File: src/sv/sfs_pkg.sv
package sfs_pkg;

  // Field widths, fixed by the stream and register formats
  localparam int DT_W      = 16;
  localparam int CLIPNUM_W = 4;
  localparam int CNT_W     = 7;
  localparam int DUR_W     = 16;
  localparam int MODE_W    = 2;
  localparam int FRAME_W   = 6;
  localparam int CLIP_W    = 5;
  localparam int ACC_W     = 48;
  localparam int ADD_W     = DT_W + CNT_W;
  localparam int CFG_IDX_W = 2;
  localparam int CFG_W     = 16;

  localparam int FRAMES_MAX   = 64;
  localparam int DT_FRAC_BITS = 8;

  localparam logic [CLIP_W-1:0] NO_CLIP = CLIP_W'(31);

  typedef enum logic [CFG_IDX_W-1:0] {
    REG_FRAME_COUNT   = 2'd0,
    REG_CLIP_DURATION = 2'd1,
    REG_PLAY_MODE     = 2'd2,
    REG_CLIP_VALID    = 2'd3
  } cfg_reg_e;

  typedef enum logic [MODE_W-1:0] {
    MODE_LOOP     = 2'd0,
    MODE_PINGPONG = 2'd1,
    MODE_ONCE     = 2'd2
  } play_mode_e;

  typedef enum logic {
    ACT_TICK   = 1'b0,
    ACT_SELECT = 1'b1
  } action_e;

  typedef struct packed {
    logic [CNT_W-1:0]  frame_count;
    logic [DUR_W-1:0]  clip_duration;
    logic [MODE_W-1:0] play_mode;
    logic              clip_valid;
  } cfg_t;

  typedef struct packed {
    logic                 action;
    logic [DT_W-1:0]      delta_time;
    logic [CLIPNUM_W-1:0] clip_number;
  } item_t;

  typedef struct packed {
    logic [ACC_W-1:0]   acc;
    logic [FRAME_W-1:0] frame;
    logic               finished;
    logic [CLIP_W-1:0]  clip;
  } state_t;

  typedef struct packed {
    logic [FRAME_W-1:0] frame_index;
    logic               done_res;
    logic               active;
  } result_t;

endpackage

File: src/sv/sprite_frame_sequencer_top.sv
// Sprite animation frame timer.
// Input stream (s_axis): each word is either a time tick (tuser = 0) carrying
// elapsed milliseconds with 8 fraction bits, or a clip select (tuser = 1)
// carrying a clip number. A select restarts the animation only when the clip
// number differs from the current one.
// Output stream (m_axis): exactly one word per input word, giving the current
// frame index, the finished flag of a play-once clip and whether the tick ran.
// Configuration: cfg_we/cfg_index/cfg_data write frame count, clip duration,
// play mode and clip valid; write them only while the block is idle.
// Path: the input register takes the word at the accepting edge, and the
// result register takes its result on advance, which raises output valid.
// Throughput: one word per cycle while m_axis_tready is high; the multiply,
// saturating add, compare and subtract of a tick fit in the single stage
// between the input register and the result register, which also updates
// the animation state.
// Reset (rst, synchronous): both stages empty, no clip selected, frame 0,
// accumulator cleared, registers back to their defaults (play once).
// Stall: when m_axis_tready is low the result is held, one more word can wait
// in the input register, and then s_axis_tready drops.
module sprite_frame_sequencer_top (
  input  logic                            clk,
  input  logic                            rst,
  input  logic                            s_axis_tvalid,
  output logic                            s_axis_tready,
  // [15:0] delta_time, [19:16] clip_number, [23:20] zero
  input  logic [23:0]                     s_axis_tdata,
  // [0] action
  input  logic                            s_axis_tuser,
  output logic                            m_axis_tvalid,
  input  logic                            m_axis_tready,
  // [5:0] frame_index, [6] done_res, [7] active
  output logic [7:0]                      m_axis_tdata,
  input  logic                            cfg_we,
  input  logic [sfs_pkg::CFG_IDX_W-1:0]   cfg_index,
  input  logic [sfs_pkg::CFG_W-1:0]       cfg_data
);

  sfs_pkg::cfg_t    cfg;
  sfs_pkg::state_t  state;
  sfs_pkg::state_t  state_next;
  sfs_pkg::item_t   s1_item;
  sfs_pkg::result_t res_next;
  sfs_pkg::result_t out_res;
  logic             s1_valid;
  logic             out_valid;
  logic             advance;
  logic             accept;

  // Advance the input register whenever the result register is free or drains.
  assign advance = s1_valid && (!out_valid || m_axis_tready);
  assign s_axis_tready = !s1_valid || advance;
  assign accept = s_axis_tvalid && s_axis_tready;

  // Configuration registers.
  always_ff @(posedge clk) begin
    if (rst) begin
      cfg.frame_count   <= '0;
      cfg.clip_duration <= '0;
      cfg.play_mode     <= sfs_pkg::MODE_ONCE;
      cfg.clip_valid    <= 1'b0;
    end else if (cfg_we) begin
      unique case (sfs_pkg::cfg_reg_e'(cfg_index))
        sfs_pkg::REG_FRAME_COUNT:   cfg.frame_count   <= cfg_data[sfs_pkg::CNT_W-1:0];
        sfs_pkg::REG_CLIP_DURATION: cfg.clip_duration <= cfg_data[sfs_pkg::DUR_W-1:0];
        sfs_pkg::REG_PLAY_MODE:     cfg.play_mode     <= cfg_data[sfs_pkg::MODE_W-1:0];
        sfs_pkg::REG_CLIP_VALID:    cfg.clip_valid    <= cfg_data[0];
        default: ;
      endcase
    end
  end

  // Input register.
  always_ff @(posedge clk) begin
    if (rst) begin
      s1_valid <= 1'b0;
    end else if (accept) begin
      s1_valid <= 1'b1;
    end else if (advance) begin
      s1_valid <= 1'b0;
    end
    if (accept) begin
      s1_item.action      <= s_axis_tuser;
      s1_item.delta_time  <= s_axis_tdata[15:0];
      s1_item.clip_number <= s_axis_tdata[19:16];
    end
  end

  sfs_step u_step (
    .cfg        (cfg),
    .item       (s1_item),
    .state      (state),
    .state_next (state_next),
    .result     (res_next)
  );

  // Animation state and result register: update together on advance.
  always_ff @(posedge clk) begin
    if (rst) begin
      state.acc      <= '0;
      state.frame    <= '0;
      state.finished <= 1'b0;
      state.clip     <= sfs_pkg::NO_CLIP;
      out_valid      <= 1'b0;
    end else begin
      if (advance) begin
        state     <= state_next;
        out_valid <= 1'b1;
      end else if (m_axis_tready) begin
        out_valid <= 1'b0;
      end
    end
    if (advance) begin
      out_res <= res_next;
    end
  end

  assign m_axis_tvalid = out_valid;
  assign m_axis_tdata  = {out_res.active, out_res.done_res, out_res.frame_index};

`ifndef NO_ASSERTIONS
  // With no clip selected the sequence must stay at its cleared state.
  a_no_clip_clear: assert property (@(posedge clk) disable iff (rst)
    (state.clip == sfs_pkg::NO_CLIP) |->
      (state.frame == '0 && !state.finished && state.acc == '0))
    else $error("state moved with no clip selected");

  // A stalled result must not be overwritten.
  a_no_overwrite: assert property (@(posedge clk) disable iff (rst)
    (out_valid && !m_axis_tready) |-> !advance)
    else $error("result register overwritten while stalled");

  // Both stages full and stalled: input must be back-pressured.
  a_backpressure: assert property (@(posedge clk) disable iff (rst)
    (s1_valid && out_valid && !m_axis_tready) |-> !s_axis_tready)
    else $error("input accepted with both stages full");

  // The state only changes when an item is processed.
  a_state_hold: assert property (@(posedge clk) disable iff (rst)
    !advance |=> $stable(state))
    else $error("state changed without an item");
`endif

endmodule

File: src/sv/sfs_step.sv
// One item against the sequencer state: select or timed advance.
module sfs_step (
  input  sfs_pkg::cfg_t    cfg,
  input  sfs_pkg::item_t   item,
  input  sfs_pkg::state_t  state,
  output sfs_pkg::state_t  state_next,
  output sfs_pkg::result_t result
);

  logic [sfs_pkg::CNT_W-1:0]   frames;
  logic [sfs_pkg::ADD_W-1:0]   add;
  logic [sfs_pkg::ACC_W:0]     sum;
  logic [sfs_pkg::ACC_W-1:0]   acc_sat;
  logic [sfs_pkg::ACC_W-1:0]   thr;
  logic [sfs_pkg::CNT_W-1:0]   frame_inc;
  logic                        tick_ok;
  logic                        due;
  logic                        wrap_mode;

  always_comb begin
    frames = (cfg.frame_count > sfs_pkg::CNT_W'(sfs_pkg::FRAMES_MAX)) ?
             sfs_pkg::CNT_W'(sfs_pkg::FRAMES_MAX) : cfg.frame_count;
    tick_ok = (state.clip != sfs_pkg::NO_CLIP) && cfg.clip_valid &&
              (frames != '0) && (cfg.clip_duration != '0);
    add = sfs_pkg::ADD_W'(item.delta_time) * sfs_pkg::ADD_W'(frames);
    sum = {1'b0, state.acc} + (sfs_pkg::ACC_W+1)'(add);
    // saturate instead of wrapping
    acc_sat = sum[sfs_pkg::ACC_W] ? '1 : sum[sfs_pkg::ACC_W-1:0];
    thr = sfs_pkg::ACC_W'(cfg.clip_duration) << sfs_pkg::DT_FRAC_BITS;
    due = acc_sat >= thr;
    frame_inc = {1'b0, state.frame} + sfs_pkg::CNT_W'(1);
    wrap_mode = (cfg.play_mode == sfs_pkg::MODE_LOOP) ||
                (cfg.play_mode == sfs_pkg::MODE_PINGPONG);

    state_next = state;
    result.done_res = 1'b0;
    result.active = 1'b0;

    if (item.action == sfs_pkg::ACT_SELECT) begin
      if ({1'b0, item.clip_number} != state.clip) begin
        state_next.clip = {1'b0, item.clip_number};
        state_next.frame = '0;
        state_next.acc = '0;
        state_next.finished = 1'b0;
      end
      result.done_res = state_next.finished;
    end else if (tick_ok) begin
      state_next.acc = acc_sat;
      if (due) begin
        state_next.acc = acc_sat - thr;
        if (frame_inc >= frames) begin
          if (wrap_mode) begin
            state_next.frame = '0;
          end else begin
            // hold the last frame
            state_next.frame = sfs_pkg::FRAME_W'(frames - sfs_pkg::CNT_W'(1));
            state_next.finished = 1'b1;
          end
        end else begin
          state_next.frame = sfs_pkg::FRAME_W'(frame_inc);
        end
      end
      result.done_res = state_next.finished;
      result.active = 1'b1;
    end
    result.frame_index = state_next.frame;
  end

endmodule
File: config.mk
export PLATFORM = sky130hd
export DESIGN_NAME = sprite_frame_sequencer_top
export DESIGN_NICKNAME = d
export VERILOG_FILES = /design/src/sv/sfs_pkg.sv /design/src/sv/sprite_frame_sequencer_top.sv /design/src/sv/sfs_step.sv
export SDC_FILE = /design/constraint.sdc
export NUM_CORES = 1
export LEC_CHECK = 0
export ABC_AREA = 0
export BUFFER_PORTS_ARGS = -buffer_cell sky130_fd_sc_hd__buf_4
export CAP_MARGIN = 20
export CORE_MARGIN = 8
export CORE_UTILIZATION = 30
export CTS_CLUSTER_SIZE = 25
export DETAILED_ROUTE_END_ITERATION = 8
export PLACE_DENSITY = 0.45
export SLEW_MARGIN = 20
export SYNTH_ARGS = -nofsm -noshare
export SYNTH_HDL_FRONTEND = slang
export SYNTH_SLANG_ARGS = --single-unit
export TNS_END_PERCENT = 1
File: constraint.sdc
create_clock -name clk -period 7.7 [get_ports clk]
set_input_delay 1.54 -clock clk [delete_from_list [all_inputs] [get_ports clk]]
set_output_delay 1.54 -clock clk [all_outputs]
set_load 0.1 [all_outputs]
==> metrics.csv <==
metric,value,unit
area_growth,40.59,%
finalNonFillerCells,2203,
die_h,212.1,um
irDropWorstVdd,0.0001645,V
worst_clock_skew,0.01011,ns
num_io_pins,58,
clkLatencyLatePin,0.44,ns
routed_wl,35950,um
rsz0062_at_grt,true,
hold_violations,0,
worstPathArrival,8.16,ns
syn_area,11530,um^2
critPathKind,reg -> reg,
die_w,212.1,um
r2r_slack,-0.14,ns
syn_nets,1616,
cp.required,8.02,ns
nets,1885,
clockRootBuffer,clkbuf_16,
cts_max_level,4,
cts_tree,built,
port_buffers,53,
synth.largest_area_cell,fa_1,
finalSetupViolations,6,
die_area,44970,um^2
fill_cells,3863,
multi_input_area,8994,um^2
maxCapViolations,0,
rr_worst_depth,35,
wire_per_inst,16.32,um
leakagePower,7.206,nW
status,"finished, violations left",
grt_pass1_wl,58910,um
place_congestion,0.8468,
clk_path_buf_depth,2,
dr.pass1.iters,5,
startpoint,cfg[25],
slew_headroom,36.63,%
holdPathEnd,state[33],
r2r-end,state[54],
worstHoldStart,state[33],
hp-class,reg -> reg,
synthDistinctLibCells,76,
via_count,10400,
max_stage_delay,0.58,ns
fin_hold_ws,0.4492,ns
worst_pin_slew,0.9495,ns
grt-ovfl-total,0,
drtIter0Drc,478,
track_usage,16.59,%
ys_seq_area_share,22.65,%
synth.most_common_cell,nand2_1,
ys_ff_latch,116,
cp-end-kind,register,
async_flop_share,0,%
ys_top_cells_by_count,"196 x nand2_1, 178 x inv_1, 91 x fa_1, 87 x a21oi_1, 87 x dfxtp_1",
cts_inserted_buffers,17,
synth-edff-count,29,
crit-reg2reg-launch,cfg[25],
diodes,0,
initial_core_util,30.12,%
worstPathMaxFanout,16,
seq_area,2618,um^2
route.detailed.drc,0,
min_path_cells,2,
ant_nets,0,
setup_ws,-0.1402,ns
start_kind,register,
clkSinkCount,116,
min_period_over_period,101.8,%
grt_pass1_vias,10750,
drive_gt1_share,31.04,%
synth_cells,1403,
violations,setup timing,
fin_crit,7.840,ns
synth_area_per_cell,8.220,um^2
netlist_top_cells_area,"fa_1 16%, dfxtp_1 15%, ha_1 8.0%",
grt_start_max_net_pins,51,
design.core.area,38290,um^2
dpl.cell_count,2097,
antenna_found_initial,1,
cts_hold_buf,0,
synth_warnings,0,
slowest_stage,fa_2,
clk_pin_slew,0.06,ns
rows,72,
max_freq,0.1275,GHz
powerDensity,154.4,nW/um^2
finalMaxSlewViolations,0,
pre_cts_slack,-0.6058,ns
synth_ff_type,dfxtp_1,
viasPerCell,4.721,
synth_top_area_share,15.80,%
total_power,0.002503,W
dp_hpwl,26860,um
[layout by cell type, fill, tap and decap left out, types with 9 or more instances in the layout]
cell type  netlist  final
fa_1            91     84
xor2_1          47     47
buf_4            0    276
inv_2            0      9
and3_1          13     13
dfxtp_1         87     85
buf_6            4     19
a21o_1          18     18
edfxtp_1        29     29
nand2b_1        12     12
a21oi_1         87     73
nand4_1         34     34
xnor2_1         39     38
and2_1          69     61
ha_4             0     29
o21ai_1         17     28
o21ai_0         59     40
mux2i_1         22     13
inv_1          178    169
a21oi_2          1      9
ha_1            74     45
buf_12           0     12
nand2_1        196    172
nor2_1          65     58
nor3_1          16     15
nand2_2          1     17
clkbuf_16        0     20
nand3_1         34     32
[per-layer routing]
layer | share of wire, % | track usage (%) | up-vias
li1 | - | - | 5231
met1 | 48 | 22.43 | 5008
met2 | 47 | 27.46 | 131
met3 | 3.1 | 2.727 | 30
met4 | 1.4 | 3.738 | 0
met5 | 0 | 0 | -
[report_power, final]
group	total (W)	switching, W	leakage (nW)	internal (W)
logic	0.00107	0.000510	5.95	0.000556
clock network	0.000784	0.000330	0.267	0.000454
registers	0.000654	0.0000141	0.991	0.000640
total	0.00250	0.000854	7.21	0.00165
[state kept, by name (all words and copies together) (netlist names)]
signal         cells
cfg               25
m_axis_tdata       8
m_axis_tvalid      1
s1_item           21
s1_valid           1
state             60
[stage by stage]
step	util (%)	instance area [um^2]	TNS, ns
finish	42.35	16210	-0.4013
global route	42.35	16210	-11.38
CTS	40.90	15660	-0.01722
detailed placement	36.13	13830	-24.24
global placement	36.13	13830	-22.00
floorplan	-	11600	0
[repair_timing]
| item | in CTS | in global routing |
|---|---|---|
| pin swaps | 106 | 77 |
| endpoints found under the setup margin | 54 | 54 |
| gates resized for setup | 146 | 95 |
| setup buffers | 49 | 25 |
| cloned | 5 | 0 |
[kinds of logic (layout without fill, tap and decap cells)]
| logic type | count (synthesis) | count (layout) | share of synthesized area, % |
|---|---|---|---|
| compound gates | 255 | 255 | 13.75 |
| xor+xnor | 86 | 86 | 6.531 |
| fa+ha+maj | 165 | 165 | 23.83 |
| buf+inv | 243 | 525 | 8.332 |
| flops | 116 | 116 | 22.65 |
| mux | 27 | 27 | 2.398 |
| simple gates | 511 | 511 | 22.51 |
[layout make-up]
class                           instances  share of cell area (%)
Timing Repair Buffer                  315                   16.72
Multi-Input combinational cell       1044                   55.47
Sequential cell                       116                   16.14
Clock inverter                         11                  0.5634
Tap cell                              518                   3.998
Clock buffer                           21                   2.979
Inverter                              178                   4.121
[worst max-delay path: cells and delay by family, from the launching register on]
family | cells | cell delay [ns]
adders and majority gates | 6 | 2.55
AOI/OAI and AO/OA | 6 | 1.10
DFF | 1 | 0.38
and+or+nand+nor | 11 | 2.17
buffers and inverters | 11 | 1.37
xor gates and xnor gates | 1 | 0.12
[worst max path at each step]
stage | to | slack [ns] | cells after the start
after floorplan | m_axis_tdata[6] | 0.03 | 35
after global placement | m_axis_tdata[5] | -0.57 | 36
after detailed placement | m_axis_tdata[5] | -0.61 | 36
after CTS | state[55] | -0.01 | 40
after global routing | state[54] | -0.41 | 37
final | state[54] | -0.14 | 35
Note: power is estimated with default switching activity, not from simulation.
